## config.mk

```make
export PLATFORM = sky130hd
export DESIGN_NAME = char_waiter_matching_queue_unit_flat
export DESIGN_NICKNAME = d
export VERILOG_FILES = /design/src/design/cwmq_pkg.sv /design/src/design/cwmq_req_if.sv /design/src/design/cwmq_ring.sv /design/src/design/char_waiter_matching_queue_unit.sv /design/src/flat_wrapper.sv
export SDC_FILE = /design/constraint.sdc
export NUM_CORES = 1
export LEC_CHECK = 0
export BUFFER_PORTS_ARGS = -buffer_cell sky130_fd_sc_hd__buf_4
export CAP_MARGIN = 15
export CORE_MARGIN = 3
export CORE_UTILIZATION = 60
export DETAILED_ROUTE_END_ITERATION = 10
export HOLD_SLACK_MARGIN = 0.06
export PLACE_DENSITY = 0.78
export SLEW_MARGIN = 20
export SYNTH_ARGS = -nofsm -noshare
export SYNTH_HDL_FRONTEND = slang
export SYNTH_SLANG_ARGS = --single-unit
```

## constraint.sdc

```tcl
create_clock -name i_clk -period 9.23 [get_ports i_clk]
set_input_delay 1.3845 -clock i_clk [delete_from_list [all_inputs] [get_ports i_clk]]
set_output_delay 1.3845 -clock i_clk [all_outputs]
set_load 0.1 [all_outputs]
```

## src/design/cwmq_pkg.sv

```systemverilog
// ----------------------------------------------------------------------------
// cwmq_pkg: shared definitions of the character and waiter matching queue
// Widths of the beat fields, result codes, sequencer states and the
// command and status groups between the top level and the character ring.
// ----------------------------------------------------------------------------
`timescale 1ns / 1ps

package cwmq_pkg;

    // Default sizes of the two stores.
    localparam int RING_DEPTH_DEF  = 64;
    localparam int MAX_WAITERS_DEF = 8;

    // Field widths of the request and result beats.
    localparam int CHAR_W    = 8;
    localparam int ID_W      = 32;
    localparam int STATUS_W  = 3;
    localparam int CHARS_W   = 6;
    localparam int WAITERS_W = 4;

    // Outcome of one request beat.
    typedef enum logic [STATUS_W-1:0] {
        ST_DELIVERED = 3'd0,
        ST_QUEUED    = 3'd1,
        ST_DROPPED   = 3'd2,
        ST_WAITER    = 3'd3,
        ST_DUPLICATE = 3'd4,
        ST_FULL      = 3'd5,
        ST_IGNORED   = 3'd6
    } t_status;

    // Request modes.
    localparam logic MODE_CHAR = 1'b0;
    localparam logic MODE_WAIT = 1'b1;

    // Sequencer states.
    typedef enum logic [1:0] {
        S_IDLE,
        S_EXEC,
        S_SRCH
    } t_state;

    // Commands from the sequencer to the character ring.
    typedef struct packed {
        logic              put;
        logic              take;
        logic [CHAR_W-1:0] data;
    } t_ring_cmd;

    // Status of the character ring, valid before this cycle's command.
    typedef struct packed {
        logic               empty;
        logic               full;
        logic [CHARS_W-1:0] count;
        logic [CHAR_W-1:0]  head_char;
    } t_ring_stat;

endpackage

```

## src/design/cwmq_req_if.sv

```systemverilog
// ----------------------------------------------------------------------------
// cwmq_req_if: request channel of the matching queue
// Carries a character arrival or a client wait request with a
// valid/ready handshake.
// ----------------------------------------------------------------------------
`timescale 1ns / 1ps

interface cwmq_req_if
    import cwmq_pkg::*;
();
    logic              valid;
    logic              ready;
    logic              mode;
    logic [CHAR_W-1:0] char_value;
    logic [ID_W-1:0]   waiter_id;

    modport source (output valid, output mode, output char_value, output waiter_id,
                    input ready);
    modport sink   (input valid, input mode, input char_value, input waiter_id,
                    output ready);
endinterface

// ----------------------------------------------------------------------------
// cwmq_rsp_if: result channel of the matching queue
// Carries one result beat per request with a valid/ready handshake.
// ----------------------------------------------------------------------------
interface cwmq_rsp_if
    import cwmq_pkg::*;
();
    logic                 valid;
    logic                 ready;
    logic                 delivered;
    logic [ID_W-1:0]      dest_client;
    logic [CHAR_W-1:0]    char_out;
    t_status              status;
    logic [CHARS_W-1:0]   chars_held;
    logic [WAITERS_W-1:0] waiters_held;

    modport source (output valid, output delivered, output dest_client, output char_out,
                    output status, output chars_held, output waiters_held,
                    input ready);
    modport sink   (input valid, input delivered, input dest_client, input char_out,
                    input status, input chars_held, input waiters_held,
                    output ready);
endinterface

```

## src/design/cwmq_ring.sv

```systemverilog
// ----------------------------------------------------------------------------
// cwmq_ring: pending character ring
// A circular buffer of characters that keeps one slot unused, so that
// equal pointers mean empty. The oldest character is read from the
// memory into a register every cycle.
// ----------------------------------------------------------------------------
`timescale 1ns / 1ps

module cwmq_ring
    import cwmq_pkg::*;
#(
    parameter int RING_DEPTH = RING_DEPTH_DEF
) (
    input  logic       i_clk,
    input  logic       i_rst_n,
    input  t_ring_cmd  i_cmd,
    output t_ring_stat o_stat
);
    localparam int RI = (RING_DEPTH > 1) ? $clog2(RING_DEPTH) : 1;
    localparam logic [RI-1:0] LAST = RI'(RING_DEPTH - 1);

    logic [CHAR_W-1:0] r_mem [RING_DEPTH];
    logic [RI-1:0]     r_rp, r_wp;
    logic [RI-1:0]     n_rp, n_wp;
    logic [CHAR_W-1:0] r_head_char;
    logic [RI-1:0]     w_wp_next;
    logic [RI:0]       w_count;

    // Pointer increments with wrap at the ring depth.
    assign w_wp_next = (r_wp == LAST) ? '0 : r_wp + 1'b1;

    always_comb begin
        n_wp = r_wp;
        n_rp = r_rp;
        if (i_cmd.put) begin
            n_wp = w_wp_next;
        end
        if (i_cmd.take) begin
            n_rp = (r_rp == LAST) ? '0 : r_rp + 1'b1;
        end
    end

    always_ff @(posedge i_clk) begin
        if (!i_rst_n) begin
            r_rp <= '0;
            r_wp <= '0;
        end else begin
            r_rp <= n_rp;
            r_wp <= n_wp;
        end
    end

    // Character memory: one write port, one registered read at the read pointer.
    always_ff @(posedge i_clk) begin
        if (i_cmd.put) begin
            r_mem[r_wp] <= i_cmd.data;
        end
        r_head_char <= r_mem[r_rp];
    end

    // Fill level, reported modulo the width of the result field.
    assign w_count = (r_wp >= r_rp) ? ({1'b0, r_wp} - {1'b0, r_rp})
                                    : ({1'b0, r_wp} + (RI+1)'(RING_DEPTH) - {1'b0, r_rp});

    assign o_stat.empty     = (r_rp == r_wp);
    assign o_stat.full      = (w_wp_next == r_rp);
    assign o_stat.count     = CHARS_W'(w_count);
    assign o_stat.head_char = r_head_char;

endmodule

```

## src/design/char_waiter_matching_queue_unit.sv

```systemverilog
// ----------------------------------------------------------------------------
// char_waiter_matching_queue_unit: pairs arriving characters with waiting clients
// A character beat goes to the oldest waiting client, or is queued in the
// character ring, or is dropped when the ring is full. A wait beat with a
// nonzero id takes the oldest queued character, or else joins the waiter
// list once if there is room. Zero characters and zero ids are ignored.
// One request is in flight at a time: a beat is latched, decided in the
// execute state and registered as the result, and a beat that searches the
// waiter list first passes through the search state, in which the single id
// comparator walks the waiter memory one entry per cycle. The next request
// is taken once the previous result is leaving the output register.
// ----------------------------------------------------------------------------
`timescale 1ns / 1ps

module char_waiter_matching_queue_unit
    import cwmq_pkg::*;
#(
    parameter int RING_DEPTH  = RING_DEPTH_DEF,
    parameter int MAX_WAITERS = MAX_WAITERS_DEF
) (
    input  logic i_clk,
    input  logic i_rst_n,
    cwmq_req_if.sink   i_req,
    cwmq_rsp_if.source o_rsp
);
    localparam int WI = (MAX_WAITERS > 1) ? $clog2(MAX_WAITERS) : 1;
    localparam int WT = $clog2(MAX_WAITERS + 1);
    localparam logic [WI-1:0] W_LAST = WI'(MAX_WAITERS - 1);
    localparam logic [WT-1:0] W_MAX  = WT'(MAX_WAITERS);

    t_state r_state, n_state;

    // Latched request.
    logic              r_mode;
    logic [CHAR_W-1:0] r_cv;
    logic [ID_W-1:0]   r_id;

    // Waiter list as a circular queue.
    logic [ID_W-1:0] r_wmem [MAX_WAITERS];
    logic [ID_W-1:0] r_wrd;
    logic [WI-1:0]   r_head, n_head;
    logic [WI-1:0]   r_tail, n_tail;
    logic [WT-1:0]   r_total, n_total;
    logic [WI-1:0]   w_raddr;
    logic            w_we;

    // Search walker.
    logic [WI-1:0] r_sptr, n_sptr;
    logic [WT-1:0] r_iss, n_iss;
    logic          r_pend, n_pend;
    logic          w_match;

    // Ring link.
    t_ring_cmd  w_ring_cmd;
    t_ring_stat w_ring_stat;

    // Result register.
    logic                 r_ovalid;
    logic                 r_delivered, n_delivered;
    logic [ID_W-1:0]      r_dest, n_dest;
    logic [CHAR_W-1:0]    r_cout, n_cout;
    t_status              r_status, n_status;
    logic [CHARS_W-1:0]   r_chars, n_chars;
    logic [WAITERS_W-1:0] r_waiters, n_waiters;
    logic                 w_load;
    logic                 w_accept;

    cwmq_ring #(
        .RING_DEPTH(RING_DEPTH)
    ) u_ring (
        .i_clk  (i_clk),
        .i_rst_n(i_rst_n),
        .i_cmd  (w_ring_cmd),
        .o_stat (w_ring_stat)
    );

    // Handshake: one request at a time, taken while the result register drains.
    assign i_req.ready = (r_state == S_IDLE) && (!r_ovalid || o_rsp.ready);
    assign w_accept    = i_req.valid && i_req.ready;

    // The single comparator shared by every step of the duplicate search.
    assign w_match = r_pend && (r_wrd == r_id);

    // Sequencer: next state, list updates, ring commands and the result.
    always_comb begin
        n_state     = r_state;
        n_head      = r_head;
        n_tail      = r_tail;
        n_total     = r_total;
        n_sptr      = r_sptr;
        n_iss       = r_iss;
        n_pend      = r_pend;
        w_raddr     = r_head;
        w_we        = 1'b0;
        w_ring_cmd  = '0;
        w_load      = 1'b0;
        n_delivered = 1'b0;
        n_dest      = '0;
        n_cout      = '0;
        n_status    = ST_IGNORED;
        n_chars     = w_ring_stat.count;
        n_waiters   = WAITERS_W'(r_total);
        unique case (r_state)
            S_IDLE: begin
                if (w_accept) begin
                    n_state = S_EXEC;
                end
            end
            S_EXEC: begin
                n_state = S_IDLE;
                w_load  = 1'b1;
                if (r_mode == MODE_CHAR) begin
                    if (r_cv == '0) begin
                        n_status = ST_IGNORED;
                    end else if (r_total != '0) begin
                        // The head entry was read while the beat was accepted.
                        n_delivered = 1'b1;
                        n_dest      = r_wrd;
                        n_cout      = r_cv;
                        n_status    = ST_DELIVERED;
                        n_head      = (r_head == W_LAST) ? '0 : r_head + 1'b1;
                        n_total     = r_total - 1'b1;
                        n_waiters   = WAITERS_W'(r_total - 1'b1);
                    end else if (w_ring_stat.full) begin
                        n_status = ST_DROPPED;
                    end else begin
                        w_ring_cmd.put  = 1'b1;
                        w_ring_cmd.data = r_cv;
                        n_status        = ST_QUEUED;
                        n_chars         = w_ring_stat.count + 1'b1;
                    end
                end else if (r_id == '0) begin
                    n_status = ST_IGNORED;
                end else if (!w_ring_stat.empty) begin
                    w_ring_cmd.take = 1'b1;
                    n_delivered     = 1'b1;
                    n_dest          = r_id;
                    n_cout          = w_ring_stat.head_char;
                    n_status        = ST_DELIVERED;
                    n_chars         = w_ring_stat.count - 1'b1;
                end else begin
                    // Start the search: the head entry is already in the read register.
                    w_load  = 1'b0;
                    n_state = S_SRCH;
                    n_pend  = (r_total != '0);
                    n_iss   = (r_total != '0) ? WT'(1) : '0;
                    n_sptr  = (r_head == W_LAST) ? '0 : r_head + 1'b1;
                end
            end
            S_SRCH: begin
                w_raddr = r_sptr;
                if (w_match) begin
                    n_state  = S_IDLE;
                    w_load   = 1'b1;
                    n_status = ST_DUPLICATE;
                end else if ((r_iss == r_total) && !r_pend) begin
                    n_state = S_IDLE;
                    w_load  = 1'b1;
                    if (r_total == W_MAX) begin
                        n_status = ST_FULL;
                    end else begin
                        w_we      = 1'b1;
                        n_tail    = (r_tail == W_LAST) ? '0 : r_tail + 1'b1;
                        n_total   = r_total + 1'b1;
                        n_status  = ST_WAITER;
                        n_waiters = WAITERS_W'(r_total + 1'b1);
                    end
                end else begin
                    n_pend = (r_iss != r_total);
                    if (r_iss != r_total) begin
                        n_iss  = r_iss + 1'b1;
                        n_sptr = (r_sptr == W_LAST) ? '0 : r_sptr + 1'b1;
                    end
                end
            end
            default: begin
                n_state = S_IDLE;
            end
        endcase
    end

    // Control registers.
    always_ff @(posedge i_clk) begin
        if (!i_rst_n) begin
            r_state  <= S_IDLE;
            r_head   <= '0;
            r_tail   <= '0;
            r_total  <= '0;
            r_sptr   <= '0;
            r_iss    <= '0;
            r_pend   <= 1'b0;
            r_ovalid <= 1'b0;
        end else begin
            r_state <= n_state;
            r_head  <= n_head;
            r_tail  <= n_tail;
            r_total <= n_total;
            r_sptr  <= n_sptr;
            r_iss   <= n_iss;
            r_pend  <= n_pend;
            if (w_load) begin
                r_ovalid <= 1'b1;
            end else if (o_rsp.ready) begin
                r_ovalid <= 1'b0;
            end
        end
    end

    // Request capture.
    always_ff @(posedge i_clk) begin
        if (w_accept) begin
            r_mode <= i_req.mode;
            r_cv   <= i_req.char_value;
            r_id   <= i_req.waiter_id;
        end
    end

    // Waiter memory: append at the tail, registered read at the walker address.
    always_ff @(posedge i_clk) begin
        if (w_we) begin
            r_wmem[r_tail] <= r_id;
        end
        r_wrd <= r_wmem[w_raddr];
    end

    // Result payload.
    always_ff @(posedge i_clk) begin
        if (w_load) begin
            r_delivered <= n_delivered;
            r_dest      <= n_dest;
            r_cout      <= n_cout;
            r_status    <= n_status;
            r_chars     <= n_chars;
            r_waiters   <= n_waiters;
        end
    end

    assign o_rsp.valid        = r_ovalid;
    assign o_rsp.delivered    = r_delivered;
    assign o_rsp.dest_client  = r_dest;
    assign o_rsp.char_out     = r_cout;
    assign o_rsp.status       = r_status;
    assign o_rsp.chars_held   = r_chars;
    assign o_rsp.waiters_held = r_waiters;

    // The waiter count never passes the list size.
    a_total_bound: assert property (@(posedge i_clk) disable iff (!i_rst_n)
        r_total <= W_MAX)
        else $error("waiter count exceeds list size");

    // A pending result is never held while a request is being worked on.
    a_one_in_flight: assert property (@(posedge i_clk) disable iff (!i_rst_n)
        (r_state != S_IDLE) |-> !r_ovalid)
        else $error("result pending during request processing");

    // An accepted request is decided in the following cycle.
    a_accept_exec: assert property (@(posedge i_clk) disable iff (!i_rst_n)
        w_accept |=> (r_state == S_EXEC))
        else $error("accepted request not executed");

    // The search walker never issues more reads than there are waiters.
    a_search_bound: assert property (@(posedge i_clk) disable iff (!i_rst_n)
        (r_state == S_SRCH) |-> (r_iss <= r_total))
        else $error("search walked past the waiter list");

endmodule

```

## src/flat_wrapper.sv

```systemverilog
// flat-port wrapper written by rule: the top's interface ports become plain ports
module char_waiter_matching_queue_unit_flat import cwmq_pkg::*;
#(
    parameter int RING_DEPTH  = RING_DEPTH_DEF,
    parameter int MAX_WAITERS = MAX_WAITERS_DEF
)
  (i_clk, i_rst_n, i_req_valid, i_req_mode, i_req_char_value, i_req_waiter_id, i_req_ready, o_rsp_valid, o_rsp_delivered, o_rsp_dest_client, o_rsp_char_out, o_rsp_status, o_rsp_chars_held, o_rsp_waiters_held, o_rsp_ready);
  cwmq_req_if i_req_i ();
  cwmq_rsp_if o_rsp_i ();
  input  logic i_clk;
  input  logic i_rst_n;
  input wire logic [$bits(i_req_i.valid)-1:0] i_req_valid;
  input wire logic [$bits(i_req_i.mode)-1:0] i_req_mode;
  input wire logic [$bits(i_req_i.char_value)-1:0] i_req_char_value;
  input wire logic [$bits(i_req_i.waiter_id)-1:0] i_req_waiter_id;
  output wire logic [$bits(i_req_i.ready)-1:0] i_req_ready;
  output wire logic [$bits(o_rsp_i.valid)-1:0] o_rsp_valid;
  output wire logic [$bits(o_rsp_i.delivered)-1:0] o_rsp_delivered;
  output wire logic [$bits(o_rsp_i.dest_client)-1:0] o_rsp_dest_client;
  output wire logic [$bits(o_rsp_i.char_out)-1:0] o_rsp_char_out;
  output wire logic [$bits(o_rsp_i.status)-1:0] o_rsp_status;
  output wire logic [$bits(o_rsp_i.chars_held)-1:0] o_rsp_chars_held;
  output wire logic [$bits(o_rsp_i.waiters_held)-1:0] o_rsp_waiters_held;
  input wire logic [$bits(o_rsp_i.ready)-1:0] o_rsp_ready;
  assign i_req_i.valid = i_req_valid;
  assign i_req_i.mode = i_req_mode;
  assign i_req_i.char_value = i_req_char_value;
  assign i_req_i.waiter_id = i_req_waiter_id;
  assign i_req_ready = i_req_i.ready;
  assign o_rsp_valid = o_rsp_i.valid;
  assign o_rsp_delivered = o_rsp_i.delivered;
  assign o_rsp_dest_client = o_rsp_i.dest_client;
  assign o_rsp_char_out = o_rsp_i.char_out;
  assign o_rsp_status = o_rsp_i.status;
  assign o_rsp_chars_held = o_rsp_i.chars_held;
  assign o_rsp_waiters_held = o_rsp_i.waiters_held;
  assign o_rsp_i.ready = o_rsp_ready;
  char_waiter_matching_queue_unit #(.RING_DEPTH(RING_DEPTH), .MAX_WAITERS(MAX_WAITERS)) u_core (.i_clk(i_clk), .i_rst_n(i_rst_n), .i_req(i_req_i), .o_rsp(o_rsp_i));
endmodule
```

==> flow_metrics.env, run 1 <==
export IMPL_outcome="finished clean"
export IMPL_cts_path_max_buffers=3
export IMPL_finalNetCount=2006
export IMPL_min_from="u_core.r_state[1]"
export IMPL_hold_violations=0
export IMPL_skew_ns=0.0367
export IMPL_synth_top_area_share=0.707
export IMPL_irDropWorstVdd_mv=0.212
export IMPL_wire_per_inst_microns=30.7
export IMPL_grt_overflow_total=0
export IMPL_cp_arrival_ns=5.27
export IMPL_crit_type="reg -> reg"
export IMPL_wl_microns=85600
export IMPL_grt_pass1_vias=18700
export IMPL_synth_nets=1867
export IMPL_synth_enable_flop_cells=863
export IMPL_final_cells=2787
export IMPL_route_met3_wl_microns=8270
export IMPL_drt_iter0_drc=2221
export IMPL_die_w_microns=253
export IMPL_dp_cells=2622
export IMPL_start_util=0.614
export IMPL_grt_pass1_wl_microns=127000
export IMPL_antenna_found_initial=2
export IMPL_swShare=0.213
export IMPL_cts_setup_buffers=0
export IMPL_rsz0062_at_grt="no"
export IMPL_finalSetupViolCount=0
export IMPL_highest_signal_layer="met4"
export IMPL_cts_num_sinks=936
export IMPL_syn_area_sq_um=36700
export IMPL_slew_headroom=0.270
export IMPL_rows=89
export IMPL_cap_violations=0
export IMPL_whs_path_depth=2
export IMPL_hp_class="reg -> reg"
export IMPL_numCtsBuffers=88
export IMPL_ys_types=63
export IMPL_antenna_left=0
export IMPL_clockPowerShare=0.422
export IMPL_p_per_area_nw_per_um2=210
export IMPL_synth_seq_area_share=0.747
export IMPL_internal_power_w=0.00683
export IMPL_grt_max_degree=89
export IMPL_worstSkewPairLatency_ns=0.66
export IMPL_ys_seq_elements=936
export IMPL_synth_warnings=0
export IMPL_cts_max_level=3
export IMPL_syn_area_per_cell_sq_um=20.4
export IMPL_place_hpwl_microns=48400
export IMPL_netSwitchingPower_w=0.00185
export IMPL_fmax_mhz=200
export IMPL_final_cell_mix="edfxtp_1, mux4_2, buf_4"
export IMPL_wl_met2_microns=42400
export IMPL_drc_errors=0
export IMPL_drive_gt1_frac=0.290
export IMPL_cts_tree="done"
export IMPL_die_y_microns=253
export IMPL_period_share=0.542
export IMPL_met1_length_microns=32200
export IMPL_ys_top_cells_by_area="edfxtp_1, mux4_2, dfxtp_1"
export IMPL_comb_power_share=0.034
export IMPL_rr_worst_depth=8
export IMPL_fin_crit_ns=5.00
export IMPL_clk_pin_slew_ns=0.07
export IMPL_p_leak_nw=13.3
export IMPL_synth_cells=1800
export IMPL_synth_area_leader_cell="edfxtp_1"
export IMPL_gp_congestion=0.881
export IMPL_hold_end="u_core.r_state[1]"
export IMPL_endpoint_kind="flop"
export IMPL_core_area_sq_um=59700
export IMPL_final_common_cell="edfxtp_1"
export IMPL_rr_startpoint="u_core.u_ring.r_wp[0]"
export IMPL_dr_pass1_iters=5
export IMPL_cp_startpoint="u_core.u_ring.r_wp[0]"
export IMPL_num_vias=18800
export IMPL_io_pins=101
export IMPL_track_usage=0.273
export IMPL_synthArstFlopShare=0
export IMPL_critical_path_required_ns=9.50
export IMPL_ys_flop_type="edfxtp_1"
export IMPL_vias_per_cell=6.75
export IMPL_die_area_sq_um=64100
export IMPL_r2r_end="u_core.u_ring.r_mem[39][4]"
export IMPL_synthToLayoutAreaGrowth_pct=12.8
export IMPL_finalSetupTns_ns=0
export IMPL_tightest_slew_ns=1.10
export IMPL_post_cts_resized=0
export IMPL_portBuffers=100
export IMPL_p_seq_frac=0.545
export IMPL_cp_start_kind="flop"
export IMPL_finalMaxSlewViolations=0
export IMPL_regToRegSetupSlack_ns=4.23
export IMPL_cts_hold_buf=0
export IMPL_root_buffer="clkbuf_16"
export IMPL_worstPathMaxFanout=24
-- cell usage after synthesis (7+ instances only) --
library cell and number:
buf_6 8, nand4_1 23, o21ai_0 24, nand2_1 35, nand2b_1 8, nor3_1 21, edfxtp_1 863, or3_1 7
inv_1 20, and2_1 9, mux2_2 32, nor4_1 20, clkbuf_1 47, xnor2_1 47, nor2_1 85, and3_1 12
mux2i_1 13, buf_1 12, nand3_1 13, xor2_1 9, dfxtp_1 73, ha_1 21, mux4_2 232, a21oi_1 30
a22o_1 40, buf_2 23
-- power groups by stage --
stage	registers, W	logic [W]	clock network [W]
floorplan	0.00484	0.000143	0
global placement	0.00481	0.000284	0
detailed placement	0.00482	0.000288	0
CTS	0.00473	0.000291	0.00369
global route	0.00473	0.000308	0.00385
finish	0.00473	0.000292	0.00366
-- state kept, by name, summed over array words and instances (netlist names), 2 cells and up --
name / flops
u_core.r_wrd: 32
u_core.u_ring.r_rp: 6
u_core.u_ring.r_head_char: 8
u_core.u_ring.r_wp: 6
u_core.o_rsp.dest_client: 32
u_core.r_sptr: 3
u_core.r_id: 32
u_core.u_ring.r_mem: 512
u_core.r_head: 3
u_core.r_iss: 4
u_core.r_cv: 8
u_core.o_rsp.waiters_held: 4
u_core.o_rsp.status: 3
u_core.o_rsp.chars_held: 6
u_core.r_wmem: 256
u_core.r_total: 4
u_core.r_tail: 3
u_core.r_state: 2
u_core.o_rsp.char_out: 8
-- cell type report --
cell class | count | area, sq um
antenna | 2 | 5.00
clock inverter | 50 | 562
inverter | 22 | 82.6
clock buffer | 113 | 2380
timing repair buffer | 139 | 1050
tap | 773 | 967
sequential | 936 | 27400
multi-input combinational | 752 | 8920
fill | 3511 | 18300
-- critical path: stages (launching register included) --
cell	delay [ns]
dfxtp_1	0.31
buf_4	0.29
nand3_2	0.54
nor2_1	0.36
xnor2_1	0.23
mux2i_1	0.33
a21o_1	0.64
nand2_1	0.79
nor3_1	1.11
-- layer usage --
layer	vias up	GRT usage
met5	-	0
met4	0	0.0910
met3	198	0.0592
met2	1201	0.442
met1	9714	0.377
li1	7693	-
-- through the flow --
step / setup slack (ns) / hold WS [ns] / cell area, sq um / utilization / total power [W]
detailed placement: 4.46 / 0.486 / 38400 / 0.643 / 0.00510
global placement: 4.65 / 0.465 / 38400 / 0.643 / 0.00510
finish: 4.23 / 0.492 / 41300 / 0.693 / 0.00868
floorplan: 4.77 / 0.451 / 36700 / - / 0.00498
global route: 4.10 / 0.503 / 41300 / 0.693 / 0.00889
CTS: 4.19 / 0.492 / 41300 / 0.692 / 0.00871
-- cell families (layout without fill, tap and decap cells) --
kind of cell / after synthesis / in the layout / share of synthesized area
buf+inv: 112 / 324 / 0.0139
flops: 936 / 936 / 0.747
mux: 278 / 278 / 0.156
xor+xnor: 56 / 56 / 0.0134
simple gates: 261 / 261 / 0.0363
fa+ha+maj: 22 / 22 / 0.00771
compound gates: 135 / 135 / 0.0258
other cells: 0 / 2 / 0
-- worst max path at each step --
stage	slack [ns]	cells past startpoint	to
floorplan	4.77	7	u_core.r_wmem[0][0]
global placement	4.65	9	u_core.u_ring.r_mem[22][4]
detailed placement	4.46	9	u_core.u_ring.r_mem[22][5]
CTS	4.19	9	u_core.u_ring.r_mem[22][6]
global route	4.10	8	u_core.u_ring.r_mem[7][4]
finish	4.23	8	u_core.u_ring.r_mem[39][4]
No activity file was read; power rests on OpenSTA's default activity.
==> run 2, diff against run 1 <==
==> constraint.sdc (replaced) <==
create_clock -name i_clk -period 5.1 [get_ports i_clk]
set_input_delay 0.765 -clock i_clk [delete_from_list [all_inputs] [get_ports i_clk]]
set_output_delay 0.765 -clock i_clk [all_outputs]
set_load 0.1 [all_outputs]
==> run 2 against run 1 <==
  * Design area increased by 1.7%
  * Count of clock-buffer cells in the layout is 6 lower
  * Utilization grew 1.2 points
==> flow_metrics.env, run 2 (synthesized netlist as in run 1, its figures left out) <==
export IMPL_outcome="finished clean"
export IMPL_p_per_area_nw_per_um2=375
export IMPL_cap_violations=0
export IMPL_core_area_sq_um=59700
export IMPL_largest_reg_flops=512
export IMPL_cp_arrival_ns=4.11
export IMPL_cts_tree="done"
export IMPL_fin_crit_ns=3.77
export IMPL_fmax_mhz=265
export IMPL_p_leak_nw=13.8
export IMPL_utilization=0.705
export IMPL_clk_pin_slew_ns=0.06
export IMPL_seq_area_sq_um=27400
export IMPL_track_usage=0.274
export IMPL_min_from="i_req_waiter_id[13]"
export IMPL_finalMaxSlewViolations=0
export IMPL_vias_per_cell=6.70
export IMPL_regToRegSetupSlack_ns=1.33
export IMPL_critical_path_max_stage_delay_ns=0.87
export IMPL_drc_errors=0
export IMPL_skew_ns=0.0240
export IMPL_whs_path_depth=1
export IMPL_die_y_microns=253
export IMPL_rr_worst_depth=10
export IMPL_wl_microns=85500
export IMPL_swShare=0.207
export IMPL_slowest_stage="dfxtp_1"
export IMPL_cts_max_level=3
export IMPL_worstSkewPairLatency_ns=0.65
export IMPL_worstPathMaxFanout=16
export IMPL_cp_start_kind="flop"
export IMPL_crit_type="reg -> reg"
export IMPL_internal_power_w=0.0125
export IMPL_grt_pass1_wl_microns=128000
export IMPL_comb_power_share=0.034
export IMPL_tightest_slew_ns=0.943
export IMPL_root_buffer="clkbuf_16"
export IMPL_gp_congestion=0.917
export IMPL_io_pins=101
export IMPL_antenna_left=0
export IMPL_post_cts_resized=0
export IMPL_fillerInstances=3373
export IMPL_netSwitchingPower_w=0.00327
export IMPL_period_share=0.740
export IMPL_finalSetupViolCount=0
export IMPL_p_seq_frac=0.542
export IMPL_n_antenna_cell=0
export IMPL_cts_setup_buffers=0
export IMPL_cts_hold_buf=0
export IMPL_rsz0062_at_grt="no"
export IMPL_die_w_microns=253
export IMPL_r2r_end="u_core.u_ring.r_mem[30][4]"
export IMPL_hold_violations=0
export IMPL_cts_num_sinks=936
export IMPL_multiInputGateArea_sq_um=8910
export IMPL_wire_per_inst_microns=29.9
export IMPL_hold_end="u_core.r_id[13]"
export IMPL_critical_path_required_ns=5.43
export IMPL_grt_max_degree=65
export IMPL_place_hpwl_microns=50700
export IMPL_start_util=0.614
export IMPL_numCtsBuffers=88
export IMPL_final_common_cell="edfxtp_1"
export IMPL_clockPowerShare=0.424
export IMPL_slew_headroom=0.355
export IMPL_cp_cell_sequence="nand3_2 -> buf_4 -> and2_1 -> o31ai_1 -> o31a_1 -> a21o_1 -> nand2_1 -> buf_4 -> nor4_1 -> buf_4"
export IMPL_synthToLayoutAreaGrowth_pct=14.7
export IMPL_top_register="u_core.u_ring.r_mem"
export IMPL_finalNetCount=2080
export IMPL_cts_path_max_buffers=3
export IMPL_portBuffers=100
export IMPL_rr_startpoint="u_core.u_ring.r_wp[0]"
export IMPL_num_vias=19100
export IMPL_grt_pass1_vias=19400
export IMPL_cp_startpoint="u_core.u_ring.r_wp[0]"
export IMPL_antenna_found_initial=1
export IMPL_drive_gt1_frac=0.310
export IMPL_grt_overflow_total=0
export IMPL_finalSetupTns_ns=0
export IMPL_drt_iter0_drc=2381
export IMPL_irDropWorstVdd_mv=0.306
export IMPL_final_cell_mix="edfxtp_1, mux4_2, buf_4"
export IMPL_endpoint_kind="flop"
export IMPL_crit_top_cell="buf_4"
export IMPL_largestRegisters="u_core.u_ring.r_mem x512, u_core.r_wmem x256"
export IMPL_rows=89
export IMPL_hp_class="in -> reg"
export IMPL_dr_pass1_iters=7
export IMPL_die_area_sq_um=64100
## run 2: cell count changes in the layout (fill, tap and decap cells not counted), sizes merged, moves of 2 or more
cell	change
buf	+74
clkbuf	-6
bufinv	+4
inv	+3
clkinvlp	-2
diode	-2
## run 2: worst max path at each step
stage	to	slack, ns	cells after the start
3_3_place_gp	u_core.o_rsp.dest_client[23]	1.44	8
2_1_floorplan	u_core.r_wmem[0][0]	0.64	7
4_1_cts	u_core.o_rsp.dest_client[20]	1.44	8
6_report	u_core.u_ring.r_mem[30][4]	1.33	10
5_1_grt	u_core.o_rsp.dest_client[2]	1.23	8
3_5_place_dp	u_core.o_rsp.dest_client[23]	1.44	8
## run 2: metrics by stage
step | cells | total power [W] | hold WS (ns) | area [sq um] | worst slack [ns]
after floorplan | 1800 | 0.00902 | 0.451 | 36700 | 0.643
after global placement | 2696 | 0.00924 | 0.466 | 39100 | 1.44
after detailed placement | 2696 | 0.00925 | 0.487 | 39100 | 1.44
after CTS | 2857 | 0.0159 | 0.264 | 42100 | 1.44
after global routing | 2857 | 0.0162 | 0.269 | 42100 | 1.23
final | 2857 | 0.0158 | 0.295 | 42100 | 1.33
## run 2: per-layer routing
metal / share of wire / vias to the layer above / GRT usage / wire length, microns
met5: 0.00015 / - / 0 / 13
met4: 0.036 / 2 / 0.0989 / 3070
met3: 0.086 / 204 / 0.0523 / 7360
met2: 0.50 / 1160 / 0.448 / 43100
met1: 0.37 / 9931 / 0.375 / 31900
li1: - / 7849 / - / -
## run 2: cell type report
class                           instances  area share
Sequential cell                       936       0.651
Clock buffer                          107      0.0553
Timing Repair Buffer                  213      0.0419
Clock inverter                         54      0.0149
Multi-Input combinational cell        752       0.212
Tap cell                              773      0.0230
Inverter                               22     0.00196
## run 2: critical path: cells and delay by family (launching register included)
family / cells / cell delay [ns]
AOI/OAI and AO/OA: 3 / 0.76
and+or+nand+nor: 4 / 1.02
buffers and inverters: 3 / 0.81
DFF: 1 / 0.87
## run 2: power groups by stage
| stage | clock, W | sequential, W | combinational (W) |
|---|---|---|---|
| finish | 0.00668 | 0.00856 | 0.000539 |
| global route | 0.00704 | 0.00856 | 0.000567 |
| CTS | 0.00678 | 0.00856 | 0.000539 |
| detailed placement | 0 | 0.00872 | 0.000535 |
| global placement | 0 | 0.00871 | 0.000526 |
| floorplan | 0 | 0.00876 | 0.000259 |
==> run 3, diff against run 2 <==
==> constraint.sdc (replaced) <==
create_clock -name i_clk -period 3.53 [get_ports i_clk]
set_input_delay 0.5295 -clock i_clk [delete_from_list [all_inputs] [get_ports i_clk]]
set_output_delay 0.5295 -clock i_clk [all_outputs]
set_load 0.1 [all_outputs]
==> run 3 against run 2 <==
  * Via count rose by 0.85%
  * Sequential power is 44% higher
  * Clock power grew 50%
  * Non-clock buffer count up 71
  * Die area did not move
  * Fmax rose by 18%
  * Largest power group unchanged
==> flow_metrics.env, run 3 (synthesized netlist as in run 1, its figures left out) <==
export IMPL_grt_max_degree=65
export IMPL_r2r_end="u_core.r_wmem[3][0]"
export IMPL_rr_startpoint="u_core.r_total[2]"
export IMPL_drive_gt1_frac=0.321
export IMPL_hold_end="u_core.r_id[18]"
export IMPL_final_cell_mix="edfxtp_1, mux4_2, buf_4"
export IMPL_antenna_found_initial=3
export IMPL_wl_microns=87300
export IMPL_cts_tree="done"
export IMPL_largestRegisters="u_core.u_ring.r_mem x512, u_core.r_wmem x256"
export IMPL_comb_power_share=0.037
export IMPL_p_seq_frac=0.531
export IMPL_outcome="finished clean"
export IMPL_finalMaxSlewViolations=0
export IMPL_grt_overflow_total=0
export IMPL_die_y_microns=253
export IMPL_clk_pin_slew_ns=0.06
export IMPL_whs_path_depth=1
export IMPL_irDropWorstVdd_mv=0.477
export IMPL_drt_iter0_drc=1995
export IMPL_finalNetCount=2153
export IMPL_internal_power_w=0.0184
export IMPL_fmax_mhz=313
export IMPL_highest_signal_layer="met5"
export IMPL_regToRegSetupSlack_ns=0.33
export IMPL_met1_length_microns=32100
export IMPL_swShare=0.207
export IMPL_gp_congestion=0.900
export IMPL_final_common_cell="edfxtp_1"
export IMPL_cp_arrival_ns=3.52
export IMPL_utilization=0.720
export IMPL_power_w=0.0232
export IMPL_cts_num_sinks=936
export IMPL_numCtsBuffers=90
export IMPL_slew_headroom=0.458
export IMPL_route_met3_wl_microns=6970
export IMPL_core_area_sq_um=59700
export IMPL_finalSetupTns_ns=0
export IMPL_root_buffer="clkbuf_16"
export IMPL_tightest_slew_ns=0.813
export IMPL_cap_violations=0
export IMPL_die_w_microns=253
export IMPL_vias_per_cell=6.58
export IMPL_track_usage=0.280
export IMPL_cts_path_max_buffers=3
export IMPL_p_leak_nw=14.2
export IMPL_drc_errors=0
export IMPL_critical_path_required_ns=3.85
export IMPL_place_hpwl_microns=50400
export IMPL_dr_pass1_iters=6
export IMPL_grt_pass1_vias=20000
export IMPL_portBuffers=100
export IMPL_endpoint_kind="flop"
export IMPL_rows=89
export IMPL_p_per_area_nw_per_um2=541
export IMPL_wl_met2_microns=45000
export IMPL_clockPowerShare=0.432
export IMPL_hold_violations=0
export IMPL_worstPathMaxFanout=27
export IMPL_largest_reg_flops=512
export IMPL_hp_class="in -> reg"
export IMPL_synthToLayoutAreaGrowth_pct=17.2
export IMPL_rsz0062_at_grt="no"
export IMPL_fin_crit_ns=3.20
export IMPL_num_vias=19300
export IMPL_netSwitchingPower_w=0.00481
export IMPL_worstSkewPairLatency_ns=0.64
export IMPL_crit_type="reg -> reg"
export IMPL_wire_per_inst_microns=29.8
export IMPL_cts_max_level=3
export IMPL_die_area_sq_um=64100
export IMPL_skew_ns=0.0232
export IMPL_antenna_left=0
export IMPL_io_pins=101
export IMPL_rr_worst_depth=7
export IMPL_grt_pass1_wl_microns=131000
export IMPL_top_register="u_core.u_ring.r_mem"
export IMPL_cp_start_kind="flop"
export IMPL_cts_setup_buffers=0
export IMPL_min_from="i_req_waiter_id[18]"
export IMPL_start_util=0.614
export IMPL_period_share=0.906
export IMPL_finalSetupViolCount=0
-- run 3: cell count changes in the layout (fill, tap and decap cells not counted), sizes merged --
cell / previous run / this run
buf: 213 / 246
bufinv: 12 / 13
clkinvlp: 3 / 6
clkinv: 33 / 31
dlygate4sd3: 0 / 38
inv: 28 / 27
clkbuf: 107 / 110
diode: 0 / 1
-- run 3: power by group through the flow --
| stage | combinational [W] | sequential (W) | clock (W) |
|---|---|---|---|
| floorplan | 0.000375 | 0.0127 | 0 |
| global placement | 0.000785 | 0.0126 | 0 |
| detailed placement | 0.000805 | 0.0126 | 0 |
| CTS | 0.000852 | 0.0123 | 0.0101 |
| global route | 0.000906 | 0.0123 | 0.0105 |
| finish | 0.000859 | 0.0123 | 0.0100 |
-- run 3: per-layer routing --
layer  global-route usage  up-vias
met5                    0        -
met4               0.0967        4
met3               0.0558      220
met2                0.477     1037
met1                0.367    10100
li1                     -     7996
-- run 3: worst max-delay path by stage --
stage / start / to / depth (start not counted)
global placement: u_core.u_ring.r_wp[1] / u_core.u_ring.r_mem[62][7] / 6
CTS: u_core.u_ring.r_wp[1] / u_core.u_ring.r_mem[53][0] / 6
floorplan: u_core.r_total[2] / u_core.r_wmem[2][0] / 7
detailed placement: u_core.u_ring.r_wp[1] / u_core.u_ring.r_mem[15][5] / 7
finish: u_core.r_total[2] / u_core.r_wmem[3][0] / 7
global route: u_core.r_id[22] / u_core.o_rsp.dest_client[22] / 8
-- run 3: worst max-delay path: stages, from the launching register on --
cell and delay [ns]:
dfxtp_1 0.54, xor2_1 0.11, nor4_1 0.56, nand2b_1 0.31, nor2_1 0.30, nand3_1 0.37
nor2_4 0.39, buf_12 0.27
-- run 3: what timing repair did --
action,CTS,global route
resized for setup,0,2
hold buffers,38,0
endpoints found under the hold margin,38,0
setup endpoints to repair,0,54
-- run 3: stage by stage --
step	setup WS [ns]	hold slack, ns	cells	instance area [sq um]
after global routing	0.114	0.0605	2932	43000
after global placement	0.397	0.466	2729	39500
after floorplan	-0.0661	0.451	1800	36700
final	0.331	0.0865	2933	43000
after CTS	0.164	0.0620	2932	43000
after detailed placement	0.253	0.476	2729	39500
-- run 3: area by class of cell --
cell class,instances,area (sq um)
well taps,773,967
clock buffers,110,2440
diodes,1,2.50
multi-input cells,752,8930
clock inverters,55,657
repair buffers,284,2500
flip-flops and latches,936,27400
inverters,22,86.3
fillers,3330,16700
